## config.mk

```make
export PLATFORM = sky130hd
export DESIGN_NAME = ifr_div
export DESIGN_NICKNAME = d
export VERILOG_FILES = /design/src/ifr_pkg.sv /design/src/ifr_div.sv
export SDC_FILE = /design/constraint.sdc
export NUM_CORES = 1
export LEC_CHECK = 0
export ABC_AREA = 1
export BUFFER_PORTS_ARGS = -buffer_cell sky130_fd_sc_hd__buf_2
export CORE_ASPECT_RATIO = 1.5
export CORE_UTILIZATION = 30
export DETAILED_ROUTE_END_ITERATION = 7
export PLACE_DENSITY = 0.49
export SLEW_MARGIN = 20
export SYNTH_ARGS = -nofsm -noshare
export SYNTH_HDL_FRONTEND = slang
export SYNTH_SLANG_ARGS = --single-unit
```

## constraint.sdc

```tcl
create_clock -name clock -period 5.21 [get_ports clock]
set_clock_uncertainty 0.15 [all_clocks]
set_input_delay 0.521 -clock clock [delete_from_list [all_inputs] [get_ports clock]]
set_output_delay 0.521 -clock clock [all_outputs]
set_load 0.02 [all_outputs]
```

## src/ifr_pkg.sv

```systemverilog
// Shared constants, types and helpers for the frequency response block.
`timescale 1ns / 1ps
package ifr_pkg;

   localparam int MAX_ORDER   = 8;
   localparam int COEF_WIDTH  = 16;
   localparam int PHASE_WIDTH = 16;

   localparam int IDX_W      = $clog2(MAX_ORDER + 1);
   localparam int ORD_W      = 4;
   localparam int ACC_W      = 32;
   localparam int ACC_FRAC   = 20;
   localparam int TRIG_W     = 26;
   localparam int TRIG_FRAC  = 24;
   localparam int COEF_FRAC  = COEF_WIDTH - 3;
   localparam int COEF_SHIFT = ACC_FRAC - COEF_FRAC;
   localparam int PROD_W     = 64;
   localparam int OUT_W      = 32;
   localparam int TURN_W     = 32;

   // quarter-wave sine polynomial, Q1.30
   localparam logic [30:0] K_C1    = 31'd1686629713;
   localparam logic [30:0] K_C3    = 31'd693598669;
   localparam logic [30:0] K_C5    = 31'd85569306;
   localparam logic [30:0] K_C7    = 31'd5026996;
   localparam logic [30:0] K_C9    = 31'd172272;
   localparam logic [30:0] ONE_Q30 = 31'h4000_0000;

   typedef enum logic [1:0] {
      OP_WR_NUM = 2'd0,
      OP_WR_DEN = 2'd1,
      OP_EVAL   = 2'd2
   } op_type;

   typedef enum logic [1:0] {
      STAT_OK       = 2'd0,
      STAT_DEN_ZERO = 2'd1,
      STAT_SAT      = 2'd2
   } status_type;

   typedef logic signed [ACC_W-1:0]      acc_type;
   typedef logic signed [TRIG_W-1:0]     trig_type;
   typedef logic signed [PROD_W-1:0]     prod_type;
   typedef logic signed [COEF_WIDTH-1:0] coef_type;

   typedef struct packed {
      logic done;
      logic sat;
   } div_stat_type;

   function automatic acc_type coef_to_acc(coef_type v);
      acc_type w;
      w = ACC_W'(v);
      return w <<< COEF_SHIFT;
   endfunction

endpackage

```

## src/ifr_div.sv

```systemverilog
// Restoring divider: signed numerator over positive denominator to Q8.23.
`timescale 1ns / 1ps
module ifr_div import ifr_pkg::*; (
   input  logic                    clock,
   input  logic                    reset,
   input  logic                    start,
   input  prod_type                num,
   input  logic [PROD_W-1:0]       den,
   output logic signed [OUT_W-1:0] quo,
   output div_stat_type            stat
);
   localparam logic signed [OUT_W-1:0] Q_MAX = {1'b0, {(OUT_W-1){1'b1}}};
   localparam logic signed [OUT_W-1:0] Q_MIN = {1'b1, {(OUT_W-1){1'b0}}};

   logic              busy_ff, rnd_ff, done_ff, neg_ff, sat_ff;
   logic [5:0]        cnt_ff;
   logic [PROD_W-1:0] p_ff, den_ff;
   logic [31:0]       bits_ff, q_ff;
   logic signed [OUT_W-1:0] quo_ff;
   logic [PROD_W-1:0] mag;
   logic              ovf;
   logic [PROD_W-1:0] trial;
   logic              ge;
   logic [31:0]       qr;

   always_comb begin
      mag   = num[PROD_W-1] ? PROD_W'(-num) : PROD_W'(num);
      ovf   = {8'd0, mag} >= {den, 8'd0};
      trial = {p_ff[PROD_W-2:0], bits_ff[31]};
      ge    = trial >= den_ff;
      qr    = 32'(({1'b0, q_ff} + 33'd1) >> 1);
   end

   // an overflow keeps its clamped value but runs the full length, so both
   // parts of a response finish in the same cycle
   always_ff @(posedge clock) begin
      if (reset) begin
         busy_ff <= 1'b0;
         rnd_ff  <= 1'b0;
         done_ff <= 1'b0;
         cnt_ff  <= '0;
      end else begin
         done_ff <= 1'b0;
         rnd_ff  <= 1'b0;
         if (start) begin
            busy_ff <= 1'b1;
            cnt_ff  <= 6'd32;
         end else if (busy_ff) begin
            cnt_ff <= cnt_ff - 6'd1;
            if (cnt_ff == 6'd1) begin
               busy_ff <= 1'b0;
               rnd_ff  <= 1'b1;
            end
         end else if (rnd_ff) begin
            done_ff <= 1'b1;
         end
      end
   end

   always_ff @(posedge clock) begin
      if (start) begin
         neg_ff  <= num[PROD_W-1];
         den_ff  <= den;
         p_ff    <= mag >> 8;
         bits_ff <= {mag[7:0], 24'd0};
         q_ff    <= '0;
         sat_ff  <= ovf;
         quo_ff  <= num[PROD_W-1] ? Q_MIN : Q_MAX;
      end else if (busy_ff) begin
         p_ff    <= ge ? trial - den_ff : trial;
         bits_ff <= {bits_ff[30:0], 1'b0};
         q_ff    <= {q_ff[30:0], ge};
      end else if (rnd_ff && !sat_ff) begin
         // round half away from zero, clamp to the Q8.23 range
         if (!neg_ff) begin
            sat_ff <= qr[31];
            quo_ff <= qr[31] ? Q_MAX : qr;
         end else begin
            sat_ff <= qr > 32'h8000_0000;
            quo_ff <= (qr > 32'h8000_0000) ? Q_MIN : -qr;
         end
      end
   end

   assign quo       = quo_ff;
   assign stat.done = done_ff;
   assign stat.sat  = sat_ff;
endmodule

```

==> impl_table.tex, run 1 <==
\begin{tabular}{lr}
\hline
Metric & Value \\
\hline
\multicolumn{2}{l}{\textbf{Synthesis}} \\
\quad Synthesized instance count & 2795 \\
\quad Portion of synthesized cell area occupied by the leading cell type & 0.259 \\
\quad Post-synth EDFFs & 162 \\
\quad Number of distinct standard cells referenced by the synthesized netlist & 48 \\
\quad Portion of netlist area occupied by mux cells & 0 \\
\quad Post-synthesis async set-or-reset flop share & 0 \\
\quad Post-synthesis cell area & 18800 um\^{}2 \\
\quad Syn nets & 3052 \\
\quad Combinational family with the most area after synthesis & simple AND/OR/NAND/NOR gates \\
\quad Avg Synthesized Cell Area & 6.73 um\^{}2 \\
\quad Area share of fa/ha/maj cells after synthesis & 0.0842 \\
\quad Synth area leader & sky130\_fd\_sc\_hd\_\_edfxtp\_1 \\
\quad Sequential-to-total area share from yosys stat & 0.310 \\
\quad Ys Warns & 0 \\
\quad Number of synthesized register bits & 210 \\
\quad Most used flip-flop cell after synthesis & sky130\_fd\_sc\_hd\_\_edfxtp\_1 \\
\quad Xor/xnor cell area share of the yosys netlist & 0.0526 \\
\quad Synth area leaders & sky130\_fd\_sc\_hd\_\_edfxtp\_1 26\%, sky130\_fd\_sc\_hd\_\_nand2\_1 14\%, sky130\_fd\_sc\_hd\_\_inv\_1 9.0\%, sky130\_fd\_sc\_hd\_\_ha\_1 8.3\%, sky130\_fd\_sc\_hd\_\_nor2\_1 6.3\% \\
\quad Post-synthesis share of cell area spent on and, or, nand and nor gates & 0.310 \\
\quad Compound-cell area share of the yosys netlist & 0.137 \\
\multicolumn{2}{l}{\textbf{Setup path}} \\
\quad Cells on worst reg2reg path & 11 \\
\quad Library cell contributing the largest single delay on the critical path & sky130\_fd\_sc\_hd\_\_a21oi\_1 \\
\quad WS Path Type & reg -> reg \\
\quad Critical path peak fanout & 50 \\
\quad Data required time at the worst endpoint & 5390 ps \\
\quad Reg2reg setup slack & 1000 ps \\
\quad Critical path buffer and inverter count & 1 \\
\quad Launch instance of the worst register-to-register path & p\_ff[44] \\
\quad Data arrival time of the critical path & 4390 ps \\
\quad Destination of the worst register-to-register timing path & p\_ff[47] \\
\quad Most repeated library cell on the critical path & sky130\_fd\_sc\_hd\_\_a21oi\_1 \\
\quad Nature of the critical path endpoint & register \\
\quad Gate family responsible for the most delay along the worst path & compound AO/OA/AOI/OAI gates \\
\quad Worst path max stage delay & 520 ps \\
\quad Startpoint type of the worst setup path & register \\
\quad Chain of cells forming the critical path & ha\_1 > a21oi\_1 > o21ai\_0 > a21oi\_1 > nand2\_1 > a21oi\_1 > nand2\_4 > buf\_12 > or2\_2 > nand3\_1 > nand2\_1 \\
\quad Count of cell instances traversed by the critical path & 11 \\
\multicolumn{2}{l}{\textbf{STA}} \\
\quad Max Slew Vio Count & 0 \\
\quad Number of setup violations in the final report & 0 \\
\quad Shortest period the worst path allows & 4210 ps \\
\quad Final hold violation count & 0 \\
\quad Transition time of the tightest slew-check pin & 1110 ps \\
\quad Total Neg Setup Slack & 0 ps \\
\quad F\_max & 237 MHz \\
\quad Final worst-path cycle share & 0.809 \\
\quad Relative slew slack & 0.261 \\
\quad Minimum setup slack in the final design & 996 ps \\
\quad Final hold slack & 27.9 ps \\
\quad RSZ-0062 raised after global routing & false \\
\multicolumn{2}{l}{\textbf{Final layout}} \\
\quad Net total in the final layout & 3255 \\
\quad Final Non-Filler Cells & 3818 \\
\quad Area grow syn2layout & 16.3\% \\
\quad Fraction of final layout cells sized beyond drive strength 1 & 0.0987 \\
\multicolumn{2}{l}{\textbf{Drt}} \\
\quad Sum of routed wire length over all layers & 77700 um \\
\quad Number of antenna-violating nets in the routed design & 0 \\
\quad DRC Markers & 15 \\
\quad Routed wire per std cell & 20.4 um \\
\quad Vias per cell & 5.01 \\
\quad Via Count & 19100 \\
\quad Number of optimization iterations in the first detailed-route pass & 7 \\
\quad Iteration-0 DRC count of the detailed router & 1310 \\
\multicolumn{2}{l}{\textbf{Min path}} \\
\quad Path class of the lowest-slack min-delay path & in -> reg \\
\quad Hold-critical path endpoint & den\_ff[24] \\
\quad Instance count along the most critical hold path & 1 \\
\quad Startpoint of the most critical hold path & den[24] \\
\multicolumn{2}{l}{\textbf{GRT}} \\
\quad Wire length of the first global-routing pass & 116000 um \\
\quad Global route total overflow & 0 \\
\quad Initial antenna violation count & 4 \\
\quad All-layer global routing usage & 0.245 \\
\quad Largest net degree at the start of global routing & 93 \\
\quad Via count of the first global-routing pass & 19700 \\
\multicolumn{2}{l}{\textbf{Clock tree}} \\
\quad Clock H-tree levels & 1 \\
\quad Clock transition time at the flip-flop clock pins of the worst setup and hold paths & 60 ps \\
\quad Clock Tree Root & sky130\_fd\_sc\_hd\_\_clkbuf\_16 \\
\quad Number of CTS-inserted buffers & 26 \\
\quad Setup repair bufs after CTS & 0 \\
\quad Clock latency on the worst-skew pair & 580 ps \\
\quad Total clock sinks & 210 \\
\quad Worst-case clock buffer depth & 3 \\
\quad CTS tree & built \\
\multicolumn{2}{l}{\textbf{Power and ir drop}} \\
\quad PD cells & 259 nW/um\^{}2 \\
\quad Leakage power figure & 0.0102 uW \\
\quad IR Drop Worst-Case VDD & 240 uV \\
\multicolumn{2}{l}{\textbf{Floorplan}} \\
\quad Die height & 309 um \\
\quad Initial Util & 0.303 \\
\quad Die outline area & 63700 um\^{}2 \\
\quad Number of top-level pins & 165 \\
\quad Die X-Extent & 206 um \\
\quad Cell Rows & 112 \\
\quad Core Box Area & 62100 um\^{}2 \\
\multicolumn{2}{l}{\textbf{Run status}} \\
\quad Result of the run & complete, but fails checks \\
\quad Violated checks & DRC \\
\multicolumn{2}{l}{\textbf{Placement}} \\
\quad Number of buffers added on ports & 164 \\
\quad Cell Count Post-Placement & 3718 \\
\quad Global placer's final weighted congestion & 1.06 \\
\quad Placement Setup Slack & 738 ps \\
\quad Placed wire-length estimate after detailed placement & 64800 um \\
\multicolumn{2}{l}{\textbf{Run}} \\
\quad Max Cap Viol & 0 \\
\hline
\end{tabular}
worst register-to-register path, cell delays in order, from the launching register on:
cell and delay [ps]:
sky130_fd_sc_hd__edfxtp_1 400, sky130_fd_sc_hd__ha_1 420, sky130_fd_sc_hd__a21oi_1 510, sky130_fd_sc_hd__o21ai_0 210, sky130_fd_sc_hd__a21oi_1 330, sky130_fd_sc_hd__nand2_1 270
sky130_fd_sc_hd__a21oi_1 520, sky130_fd_sc_hd__nand2_4 370, sky130_fd_sc_hd__buf_12 300, sky130_fd_sc_hd__or2_2 330, sky130_fd_sc_hd__nand3_1 90, sky130_fd_sc_hd__nand2_1 60
how the worst max path moves through the flow:
stage | end | slack [ps] | startpoint
after detailed placement | sat_ff | 740 | num[2]
after global routing | p_ff[10] | 710 | p_ff[44]
after floorplan | quo[0] | 1400 | busy_ff
after global placement | sat_ff | 670 | num[2]
final | p_ff[47] | 1000 | p_ff[44]
after CTS | p_ff[56] | 1020 | den_ff[43]
cells by family after synthesis:
kind of cell | after synthesis
AND/OR/NAND/NOR | 1360
buffers and inverters | 522
AO/OA/AOI/OAI | 464
flip-flops | 210
adder cells (fa/ha/maj) | 126
XOR/XNOR | 113
cell usage in the layout (no fill, tap or decap), drive strengths merged, types with 5 or more instances in the layout:
| cell | synthesis | routed |
|---|---|---|
| a21o | 10 | 10 |
| a21oi | 194 | 194 |
| a31oi | 6 | 6 |
| buf | 22 | 188 |
| clkbuf | 41 | 33 |
| clkinv | 0 | 9 |
| clkinvlp | 0 | 5 |
| dfxtp | 48 | 48 |
| dlygate4sd3 | 0 | 50 |
| edfxtp | 162 | 162 |
| ha | 125 | 125 |
| inv | 459 | 459 |
| nand2 | 707 | 707 |
| nand3 | 185 | 185 |
| nand4 | 42 | 42 |
| nor2 | 343 | 343 |
| nor3 | 41 | 41 |
| nor3b | 6 | 6 |
| nor4 | 16 | 16 |
| o211ai | 21 | 21 |
| o21a | 13 | 13 |
| o21ai | 165 | 165 |
| o21bai | 12 | 12 |
| o22ai | 30 | 30 |
| or2 | 11 | 11 |
| xnor2 | 42 | 42 |
| xor2 | 71 | 71 |
power breakdown:
group / switching (uW) / internal, uW / total (uW) / leakage (uW)
Clock: 790 / 999 / 1790 / 0.000379
Sequential: 56.5 / 1960 / 2010 / 0.00201
Combinational: 1260 / 597 / 1860 / 0.00776
area by class of cell:
class / count / area [um^2]
sequential: 210 / 5830
inverter: 459 / 1720
fill: 6795 / 40200
timing repair buffer: 238 / 1520
tap: 798 / 998
multi-input combinational: 2063 / 11000
clock buffer: 33 / 698
antenna: 2 / 5.00
clock inverter: 15 / 114
state kept, by name, indices dropped and copies added (netlist names):
| register | flops |
|---|---|
| cnt_ff | 6 |
| q_ff | 32 |
| p_ff | 63 |
| sat_ff | 1 |
| den_ff | 64 |
| neg_ff | 1 |
| busy_ff | 1 |
| done_ff | 1 |
| bits_ff | 8 |
| rnd_ff | 1 |
| quo | 32 |
timing repair:
action,in CTS,in global routing
setup endpoints to repair,0,0
gates resized for setup,0,0
endpoints found under the hold margin,50,0
hold buffers,50,0
layer usage:
layer | wire length, um | track usage | vias up
met5 | 31 | 0 | -
met4 | 5610 | 0.157 | 4
met3 | 3060 | 0.0275 | 176
met2 | 41400 | 0.473 | 538
met1 | 27700 | 0.243 | 8890
li1 | - | - | 9535
cell usage after synthesis, types with 16 or more instances:
cell	n
sky130_fd_sc_hd__nand2_1	688
sky130_fd_sc_hd__inv_1	452
sky130_fd_sc_hd__nor2_1	318
sky130_fd_sc_hd__a21oi_1	194
sky130_fd_sc_hd__nand3_1	182
sky130_fd_sc_hd__edfxtp_1	162
sky130_fd_sc_hd__o21ai_0	153
sky130_fd_sc_hd__ha_1	125
sky130_fd_sc_hd__xor2_1	71
sky130_fd_sc_hd__dfxtp_1	48
sky130_fd_sc_hd__nand4_1	42
sky130_fd_sc_hd__xnor2_1	42
sky130_fd_sc_hd__clkbuf_1	41
sky130_fd_sc_hd__nor3_1	41
sky130_fd_sc_hd__o22ai_1	30
sky130_fd_sc_hd__o211ai_1	21
sky130_fd_sc_hd__nand2_2	16
sky130_fd_sc_hd__nor4_1	16
per-stage QoR:
stage / total power, uW / util / instance area (um^2)
2_1_floorplan: 3180 / - / 18800
3_3_place_gp: 3860 / 0.331 / 20600
3_5_place_dp: 3850 / 0.331 / 20600
4_1_cts: 5700 / 0.352 / 21900
5_1_grt: 5970 / 0.352 / 21900
6_report: 5660 / 0.352 / 21900
Note: power is estimated with default switching activity, not from simulation.
==> run 2: changes to the inputs <==
--- a/config.mk
+++ b/config.mk
@@ -5,7 +5,7 @@
 export SDC_FILE = /design/constraint.sdc
 export NUM_CORES = 1
 export LEC_CHECK = 0
-export ABC_AREA = 1
+export ABC_AREA = 0
 export BUFFER_PORTS_ARGS = -buffer_cell sky130_fd_sc_hd__buf_2
 export CORE_ASPECT_RATIO = 1.5
 export CORE_UTILIZATION = 30
==> constraint.sdc (replaced) <==
create_clock -name clock -period 3.9 [get_ports clock]
set_clock_uncertainty 0.15 [all_clocks]
set_input_delay 0.39 -clock clock [delete_from_list [all_inputs] [get_ports clock]]
set_output_delay 0.39 -clock clock [all_outputs]
set_load 0.02 [all_outputs]
==> impl_table.tex, run 2 <==
\begin{tabular}{lr}
\hline
Metric & Value \\
\hline
\multicolumn{2}{l}{\textbf{STA}} \\
\quad Final hold violation count & 0 (unchanged) \\
\quad Shortest period the worst path allows & 4250 ps \\
\quad Relative slew slack & 0.523 (+0.262) \\
\quad Final hold slack & 143 ps (+115 ps) \\
\quad Max Slew Vio Count & 0 (unchanged) \\
\quad F\_max & 235 MHz \\
\quad Transition time of the tightest slew-check pin & 715 ps (-392 ps) \\
\quad Minimum setup slack in the final design & -352 ps (-1350 ps) \\
\quad Final worst-path cycle share & 1.09 \\
\quad Number of setup violations in the final report & 1 (+1) \\
\quad RSZ-0062 raised after global routing & true \\
\multicolumn{2}{l}{\textbf{Final layout}} \\
\quad Fraction of final layout cells sized beyond drive strength 1 & 0.238 (+0.139) \\
\quad Net total in the final layout & 2719 (-16\%) \\
\quad Filler cells & 5954 (-12\%) \\
\quad Final Non-Filler Cells & 3245 (-15\%) \\
\quad Largest registers & den\_ff: 64 flops, p\_ff: 63 flops \\
\quad Max FFs per register & 64 (unchanged) \\
\quad Final design utilization & 0.399 (+0.0466) \\
\quad Area grow syn2layout & 31.5\% \\
\quad Register ranked first by flip-flop count & den\_ff \\
\quad Most common cell after layout, fill and taps aside & sky130\_fd\_sc\_hd\_\_buf\_4 \\
\quad Area used by multi-input combinational logic & 10600 um\^{}2 (-3.2\%) \\
\quad Register cell area after layout & 5830 um\^{}2 (about the same) \\
\quad Commonest cells after routing, fill and taps aside & 292 x sky130\_fd\_sc\_hd\_\_buf\_4, 191 x sky130\_fd\_sc\_hd\_\_a21oi\_1, 176 x sky130\_fd\_sc\_hd\_\_nor2\_1 \\
\multicolumn{2}{l}{\textbf{Power and ir drop}} \\
\quad IR Drop Worst-Case VDD & 288 uV (+20\%) \\
\quad Leakage power figure & 0.00977 uW (-3.7\%) \\
\quad PD cells & 356 nW/um\^{}2 (+38\%) \\
\quad Final total power & 8060 uW (+42\%) \\
\multicolumn{2}{l}{\textbf{Synthesis}} \\
\quad Ys Warns & 0 (unchanged) \\
\quad Syn nets & 2283 (-25\%) \\
\quad Post-synthesis cell area & 17200 um\^{}2 (-8.5\%) \\
\quad Most used flip-flop cell after synthesis & sky130\_fd\_sc\_hd\_\_edfxtp\_1 \\
\quad Most used standard cell by instance count after synthesis & sky130\_fd\_sc\_hd\_\_a21oi\_1 \\
\quad Number of distinct standard cells referenced by the synthesized netlist & 84 (+75\%) \\
\quad Post-synthesis async set-or-reset flop share & 0 (unchanged) \\
\quad Number of synthesized register bits & 210 (unchanged) \\
\quad Avg Synthesized Cell Area & 8.50 um\^{}2 (+26\%) \\
\quad Post-synth EDFFs & 162 (unchanged) \\
\quad Most numerous cell types in the synthesized netlist & 192 x sky130\_fd\_sc\_hd\_\_a21oi\_1, 181 x sky130\_fd\_sc\_hd\_\_nor2\_1, 162 x sky130\_fd\_sc\_hd\_\_edfxtp\_1 \\
\quad Synth area leader & sky130\_fd\_sc\_hd\_\_edfxtp\_1 \\
\quad Synthesized instance count & 2026 (-28\%) \\
\quad Synth area leaders & sky130\_fd\_sc\_hd\_\_edfxtp\_1 28\%, sky130\_fd\_sc\_hd\_\_ha\_1 9.1\%, sky130\_fd\_sc\_hd\_\_a21oi\_1 5.6\%, sky130\_fd\_sc\_hd\_\_dfxtp\_1 5.6\%, sky130\_fd\_sc\_hd\_\_xnor2\_1 5.3\% \\
\quad Sequential-to-total area share from yosys stat & 0.338 (+0.0286) \\
\quad Portion of synthesized cell area occupied by the leading cell type & 0.283 (+0.0239) \\
\multicolumn{2}{l}{\textbf{Run status}} \\
\quad Violated checks & setup timing \\
\quad Result of the run & complete, but fails checks \\
\multicolumn{2}{l}{\textbf{Clock tree}} \\
\quad Total clock sinks & 210 (unchanged) \\
\quad CTS tree & built \\
\quad Clock H-tree levels & 1 (unchanged) \\
\quad Number of CTS-inserted buffers & 25 (-3.8\%) \\
\quad Worst-case clock buffer depth & 3 (unchanged) \\
\quad Clock latency on the worst-skew pair & 560 ps (-20 ps) \\
\quad Clock Tree Root & sky130\_fd\_sc\_hd\_\_clkbuf\_16 \\
\quad Clock transition time at the flip-flop clock pins of the worst setup and hold paths & 70 ps (about the same) \\
\multicolumn{2}{l}{\textbf{Setup path}} \\
\quad Nature of the critical path endpoint & register \\
\quad Critical path peak fanout & 4 (-92\%) \\
\quad WS Path Type & in -> reg \\
\quad Startpoint type of the worst setup path & primary input \\
\quad Data required time at the worst endpoint & 4060 ps (-1330 ps) \\
\quad Data arrival time of the critical path & 4410 ps (+20 ps) \\
\multicolumn{2}{l}{\textbf{Placement}} \\
\quad Placed wire-length estimate after detailed placement & 47500 um (-27\%) \\
\quad Placement Setup Slack & -1130 ps (-1870 ps) \\
\quad Number of buffers added on ports & 164 (unchanged) \\
\quad Cell Count Post-Placement & 3127 (-16\%) \\
\quad Global placer's final weighted congestion & 0.929 (-13\%) \\
\multicolumn{2}{l}{\textbf{Floorplan}} \\
\quad Die outline area & 58400 um\^{}2 (-8.4\%) \\
\quad Die height & 295 um (-4.3\%) \\
\quad Core Box Area & 56800 um\^{}2 (-8.6\%) \\
\quad Number of top-level pins & 165 (unchanged) \\
\quad Initial Util & 0.303 (+0.000367) \\
\quad Die X-Extent & 198 um (-4.3\%) \\
\quad Cell Rows & 107 (-4.5\%) \\
\multicolumn{2}{l}{\textbf{GRT}} \\
\quad Global route total overflow & 0 (unchanged) \\
\quad Via count of the first global-routing pass & 17400 (-12\%) \\
\quad All-layer global routing usage & 0.201 (-0.0444) \\
\quad Wire length of the first global-routing pass & 91900 um (-21\%) \\
\quad Initial antenna violation count & 2 (-2) \\
\quad Largest net degree at the start of global routing & 66 (-29\%) \\
\multicolumn{2}{l}{\textbf{Drt}} \\
\quad Sum of routed wire length over all layers & 59200 um (-24\%) \\
\quad Iteration-0 DRC count of the detailed router & 697 (-47\%) \\
\quad Via Count & 16600 (-13\%) \\
\quad DRC Markers & 0 (-15) \\
\quad Vias per cell & 5.13 (+2.3\%) \\
\quad Number of antenna-violating nets in the routed design & 0 (unchanged) \\
\quad Routed wire per std cell & 18.2 um (-10\%) \\
\quad Number of optimization iterations in the first detailed-route pass & 5 (-2) \\
\multicolumn{2}{l}{\textbf{Min path}} \\
\quad Path class of the lowest-slack min-delay path & in -> reg \\
\multicolumn{2}{l}{\textbf{Run}} \\
\quad Max Cap Viol & 0 (unchanged) \\
\hline
\end{tabular}
==> run 2: repair_timing <==
item | 4_1_cts | 5_1_grt
cloned | 0 | 0
endpoints found under the hold margin | 66 | 0
setup buffers | 0 | 5
hold buffers | 65 | 0
setup endpoints to repair | 1 | 18
gates resized for setup | 6 | 43
pin swaps | 0 | 19
==> run 2: cells by family (layout without fill, tap and decap cells) <==
group           Yosys count  in the layout  synth area share
other cells               0              1                 0
simple gates            635            635             0.187
xor+xnor                158            158            0.0804
compound gates          576            576             0.210
mux                      53             53            0.0317
flops                   210            210             0.338
buf+inv                 268            723            0.0601
fa+ha+maj               126            126            0.0920
==> run 2: layout make-up <==
| cell class | instances | area share |
|---|---|---|
| sequential | 210 | 0.257 |
| timing repair buffer | 527 | 0.168 |
| clock buffer | 38 | 0.0358 |
| inverter | 150 | 0.0249 |
| antenna | 1 | 0.000111 |
| clock inverter | 8 | 0.00216 |
| tap | 763 | 0.0422 |
| multi-input combinational | 1548 | 0.470 |
==> run 2: worst max-delay path: stages <==
cell and delay, ps:
sky130_fd_sc_hd__buf_2 120, sky130_fd_sc_hd__nor4_2 350, sky130_fd_sc_hd__and4bb_2 350, sky130_fd_sc_hd__nand3_4 180
sky130_fd_sc_hd__or4_4 560, sky130_fd_sc_hd__buf_8 150, sky130_fd_sc_hd__or2_4 270, sky130_fd_sc_hd__buf_12 130
sky130_fd_sc_hd__o31ai_4 200, sky130_fd_sc_hd__xnor2_2 160, sky130_fd_sc_hd__ha_1 270, sky130_fd_sc_hd__nand4_1 120
sky130_fd_sc_hd__nor2_1 80, sky130_fd_sc_hd__and3_1 200, sky130_fd_sc_hd__buf_4 140, sky130_fd_sc_hd__nand3_1 120
sky130_fd_sc_hd__nor4_2 70, sky130_fd_sc_hd__a211oi_2 170, sky130_fd_sc_hd__nor2_1 80, sky130_fd_sc_hd__o32a_1 290
==> run 2: path summary, 6_finish.rpt <==
path | start | endpoint | slack, ps | depth (start not counted)
min | start | den_ff[60] | 140 | 1
min reg2reg | cnt_ff[0] | cnt_ff[0] | 350 | 2
max | num[10] | sat_ff | -350 | 20
max reg2reg | q_ff[13] | quo[26] | 160 | 10
==> run 2: where the power goes <==
part | internal (uW) | switching [uW] | total [uW] | leakage [uW]
Clock | 1430 | 1010 | 2450 | 0.000436
Sequential | 2640 | 80.8 | 2720 | 0.00199
Combinational | 1270 | 1620 | 2900 | 0.00735
==> run 2: layer usage <==
metal	vias to the layer above	routed length, um	global-route usage
met3	131	1690	0.0196
li1	8262	-	-
met1	7913	21600	0.196
met4	2	2930	0.0959
met5	-	13	0
met2	329	33000	0.411
==> run 2: stage by stage <==
stage / TNS [ps] / instance area [um^2]
after floorplan: -333 / 17300
after global placement: -1080 / 20800
after detailed placement: -1140 / 20800
after CTS: -312 / 22400
after global routing: -489 / 22600
final: -352 / 22600
==> run 3: changes to the inputs <==
--- a/config.mk
+++ b/config.mk
@@ -10,6 +10,7 @@
 export CORE_ASPECT_RATIO = 1.5
 export CORE_UTILIZATION = 30
 export DETAILED_ROUTE_END_ITERATION = 7
+export HOLD_SLACK_MARGIN = 0.06
 export PLACE_DENSITY = 0.49
 export SLEW_MARGIN = 20
 export SYNTH_ARGS = -nofsm -noshare
==> constraint.sdc (replaced) <==
create_clock -name clock -period 3.9 [get_ports clock]
set_clock_uncertainty 0.15 [all_clocks]
set_input_delay 0.78 -clock clock [delete_from_list [all_inputs] [get_ports clock]]
set_output_delay 0.78 -clock clock [all_outputs]
set_load 0.02 [all_outputs]
==> impl_table.tex, run 3 (synthesized netlist as in run 2, its figures left out) <==
\begin{tabular}{lr}
\hline
Metric & Value \\
\hline
\multicolumn{2}{l}{\textbf{Run status}} \\
\quad Result of the run & complete, but fails checks \\
\quad Violated checks & setup timing \\
\multicolumn{2}{l}{\textbf{Power and ir drop}} \\
\quad Comb pwr share & 0.353 (-0.006) \\
\quad Net switching power & 2720 uW (+0.16\%) \\
\quad Sw frac & 0.334 (-0.00311) \\
\quad Int Pwr & 5430 uW (+1.6\%) \\
\quad Part of the total power dissipated in sequential elements & 0.334 (-0.003) \\
\quad Clock power share & 0.314 (+0.010) \\
\quad Leakage power figure & 0.00959 uW (-1.9\%) \\
\quad IR Drop Worst-Case VDD & 280 uV (-2.6\%) \\
\quad PD cells & 367 nW/um\^{}2 (+3.2\%) \\
\multicolumn{2}{l}{\textbf{Placement}} \\
\quad Placed wire-length estimate after detailed placement & 47900 um (+0.83\%) \\
\quad Number of buffers added on ports & 164 (unchanged) \\
\quad Placed inst area & 21000 um\^{}2 (+0.55\%) \\
\quad Global placer's final weighted congestion & 0.923 (-0.61\%) \\
\multicolumn{2}{l}{\textbf{Clock tree}} \\
\quad Clock Tree Root & sky130\_fd\_sc\_hd\_\_clkbuf\_16 \\
\quad Clock transition time at the flip-flop clock pins of the worst setup and hold paths & 70 ps (about the same) \\
\quad Number of CTS-inserted buffers & 25 (unchanged) \\
\quad Total clock sinks & 210 (unchanged) \\
\quad CTS tree & built \\
\quad Clock latency on the worst-skew pair & 570 ps (about the same) \\
\quad Hold\_buf cts & 0 (-100\%) \\
\quad Clock H-tree levels & 1 (unchanged) \\
\quad Worst-case clock buffer depth & 3 (unchanged) \\
\multicolumn{2}{l}{\textbf{Final layout}} \\
\quad Max FFs per register & 64 (unchanged) \\
\quad Net total in the final layout & 2671 (-1.8\%) \\
\quad Largest registers & den\_ff: 64 flops, p\_ff: 63 flops \\
\quad Register ranked first by flip-flop count & den\_ff \\
\quad Final design utilization & 0.391 (-0.00796) \\
\quad Filler cells & 5904 (-0.84\%) \\
\quad Inserted Diodes & 0 (-1) \\
\quad Commonest cells after routing, fill and taps aside & 310 x sky130\_fd\_sc\_hd\_\_buf\_4, 190 x sky130\_fd\_sc\_hd\_\_a21oi\_1, 177 x sky130\_fd\_sc\_hd\_\_nor2\_1 \\
\quad Fraction of final layout cells sized beyond drive strength 1 & 0.252 (+0.0143) \\
\quad Area grow syn2layout & 28.9\% \\
\quad Post-layout instance area & 22200 um\^{}2 (-2.0\%) \\
\quad Most common cell after layout, fill and taps aside & sky130\_fd\_sc\_hd\_\_buf\_4 \\
\multicolumn{2}{l}{\textbf{STA}} \\
\quad RSZ-0062 raised after global routing & true \\
\quad Number of setup violations in the final report & 1 (unchanged) \\
\quad Transition time of the tightest slew-check pin & 707 ps (-7.98 ps) \\
\quad Minimum setup slack in the final design & -524 ps (-172 ps) \\
\quad Shortest period the worst path allows & 4420 ps (+172 ps) \\
\quad Max Slew Vio Count & 0 (unchanged) \\
\quad Relative slew slack & 0.529 (+0.00532) \\
\quad Final worst-path cycle share & 1.13 (+0.0441) \\
\quad F\_max & 226 MHz (-3.9\%) \\
\quad Final hold violation count & 0 (unchanged) \\
\multicolumn{2}{l}{\textbf{Floorplan}} \\
\quad Die X-Extent & 198 um (unchanged) \\
\quad Cell Rows & 107 (unchanged) \\
\quad Die height & 295 um (unchanged) \\
\quad Initial Util & 0.303 (unchanged) \\
\quad Core Box Area & 56800 um\^{}2 (unchanged) \\
\quad Die outline area & 58400 um\^{}2 (unchanged) \\
\quad Number of top-level pins & 165 (unchanged) \\
\multicolumn{2}{l}{\textbf{Drt}} \\
\quad Via Count & 16500 (-0.83\%) \\
\quad Routed wire per std cell & 18.6 um (+1.8\%) \\
\quad Sum of routed wire length over all layers & 59300 um (+0.20\%) \\
\quad Iteration-0 DRC count of the detailed router & 819 (+18\%) \\
\quad Vias per cell & 5.16 (+0.72\%) \\
\quad DRC Markers & 0 (unchanged) \\
\quad Number of antenna-violating nets in the routed design & 0 (unchanged) \\
\quad Number of optimization iterations in the first detailed-route pass & 7 (+2) \\
\multicolumn{2}{l}{\textbf{GRT}} \\
\quad Largest net degree at the start of global routing & 51 (-23\%) \\
\quad Global route total overflow & 0 (unchanged) \\
\quad Initial antenna violation count & 6 (+4) \\
\quad Wire length of the first global-routing pass & 91300 um (-0.61\%) \\
\quad Via count of the first global-routing pass & 16800 (-3.1\%) \\
\quad All-layer global routing usage & 0.201 (about the same) \\
\multicolumn{2}{l}{\textbf{Setup path}} \\
\quad Critical path peak fanout & 6 (+2) \\
\quad Data required time at the worst endpoint & 4070 ps (about the same) \\
\quad WS Path Type & in -> reg \\
\quad Cells on worst reg2reg path & 11 (+1) \\
\quad Nature of the critical path endpoint & register \\
\quad Launch instance of the worst register-to-register path & q\_ff[0] \\
\quad Data arrival time of the critical path & 4600 ps (+190 ps) \\
\quad Reg2reg setup slack & 130 ps (-30 ps) \\
\quad Destination of the worst register-to-register timing path & quo[6] \\
\quad Startpoint type of the worst setup path & primary input \\
\multicolumn{2}{l}{\textbf{Min path}} \\
\quad Startpoint of the most critical hold path & den[18] \\
\quad Path class of the lowest-slack min-delay path & in -> reg \\
\quad Instance count along the most critical hold path & 1 (unchanged) \\
\quad Hold-critical path endpoint & den\_ff[18] \\
\multicolumn{2}{l}{\textbf{Run}} \\
\quad Max Cap Viol & 0 (unchanged) \\
\hline
\end{tabular}
run 3: cell count changes in the layout (fill, tap and decap cells not counted), sizes merged:
cell	delta
clkbuf	-10
buf	+17
inv	-4
clkinvlp	+4
bufinv	+5
dlygate4sd3	-65
diode	-1
clkinv	+4
run 3: worst max-delay path by stage:
stage	cells after the start	from	end
finish	19	num[20]	sat_ff
global placement	18	num[20]	sat_ff
global route	20	num[32]	sat_ff
detailed placement	20	num[1]	sat_ff
floorplan	16	num[20]	sat_ff
CTS	16	num[19]	sat_ff
run 3: power groups by stage:
stage / Clock [uW] / Sequential (uW) / Combinational (uW)
floorplan: 0 / 2780 / 1690
global placement: 0 / 2760 / 2790
detailed placement: 0 / 2770 / 2810
CTS: 2640 / 2720 / 2850
global route: 2720 / 2740 / 3150
finish: 2560 / 2720 / 2870
run 3: critical path, cell delays in order:
cell and delay [ps]:
sky130_fd_sc_hd__buf_2 110, sky130_fd_sc_hd__or4_4 580, sky130_fd_sc_hd__nor4_4 220, sky130_fd_sc_hd__nand2b_4 140
sky130_fd_sc_hd__nor3_2 180, sky130_fd_sc_hd__buf_4 170, sky130_fd_sc_hd__nand2_1 70, sky130_fd_sc_hd__buf_4 140
sky130_fd_sc_hd__o31ai_1 240, sky130_fd_sc_hd__xnor2_1 190, sky130_fd_sc_hd__ha_1 310, sky130_fd_sc_hd__nand4_1 160
sky130_fd_sc_hd__nor3_4 60, sky130_fd_sc_hd__nand2_1 140, sky130_fd_sc_hd__a21oi_1 110, sky130_fd_sc_hd__a2111oi_2 450
sky130_fd_sc_hd__buf_4 190, sky130_fd_sc_hd__nor3_1 40, sky130_fd_sc_hd__o32a_1 340
run 3: layout make-up:
| type | count | area, um^2 | share of cell area |
|---|---|---|---|
| multi-input cells | 1548 | 10700 | 0.482 |
| flip-flops and latches | 210 | 5830 | 0.263 |
| repair buffers | 479 | 3270 | 0.147 |
| clock inverters | 17 | 224 | 0.0101 |
| inverters | 150 | 563 | 0.0254 |
| well taps | 763 | 955 | 0.0430 |
| clock buffers | 28 | 657 | 0.0296 |
run 3: layer usage:
metal	part of all wire	vias to the layer above	GRT usage	wire length [um]
met2	0.56	331	0.412	33400
met1	0.37	7880	0.198	21800
met3	0.030	114	0.0217	1760
met5	0.00039	-	0	23
li1	-	8170	-	-
met4	0.039	4	0.0841	2320
run 3: metrics by stage:
step | TNS (ps) | power [uW] | hold WS (ps) | std cells | setup slack [ps]
final | -524 | 8150 | 243 | 3195 | -524
after global placement | -2280 | 5550 | 326 | 3137 | -1430
after CTS | -674 | 8200 | 215 | 3190 | -674
after global routing | -656 | 8610 | 224 | 3195 | -656
after floorplan | -723 | 4470 | 278 | 2026 | -723
after detailed placement | -2880 | 5580 | 339 | 3138 | -1500
run 3: what timing repair did:
action / CTS / global route
gates resized for setup: 23 / 39
endpoints found under the hold margin: 0 / 0
endpoints found under the setup margin: 3 / 9
setup buffers: 7 / 6
pin swaps: 17 / 32
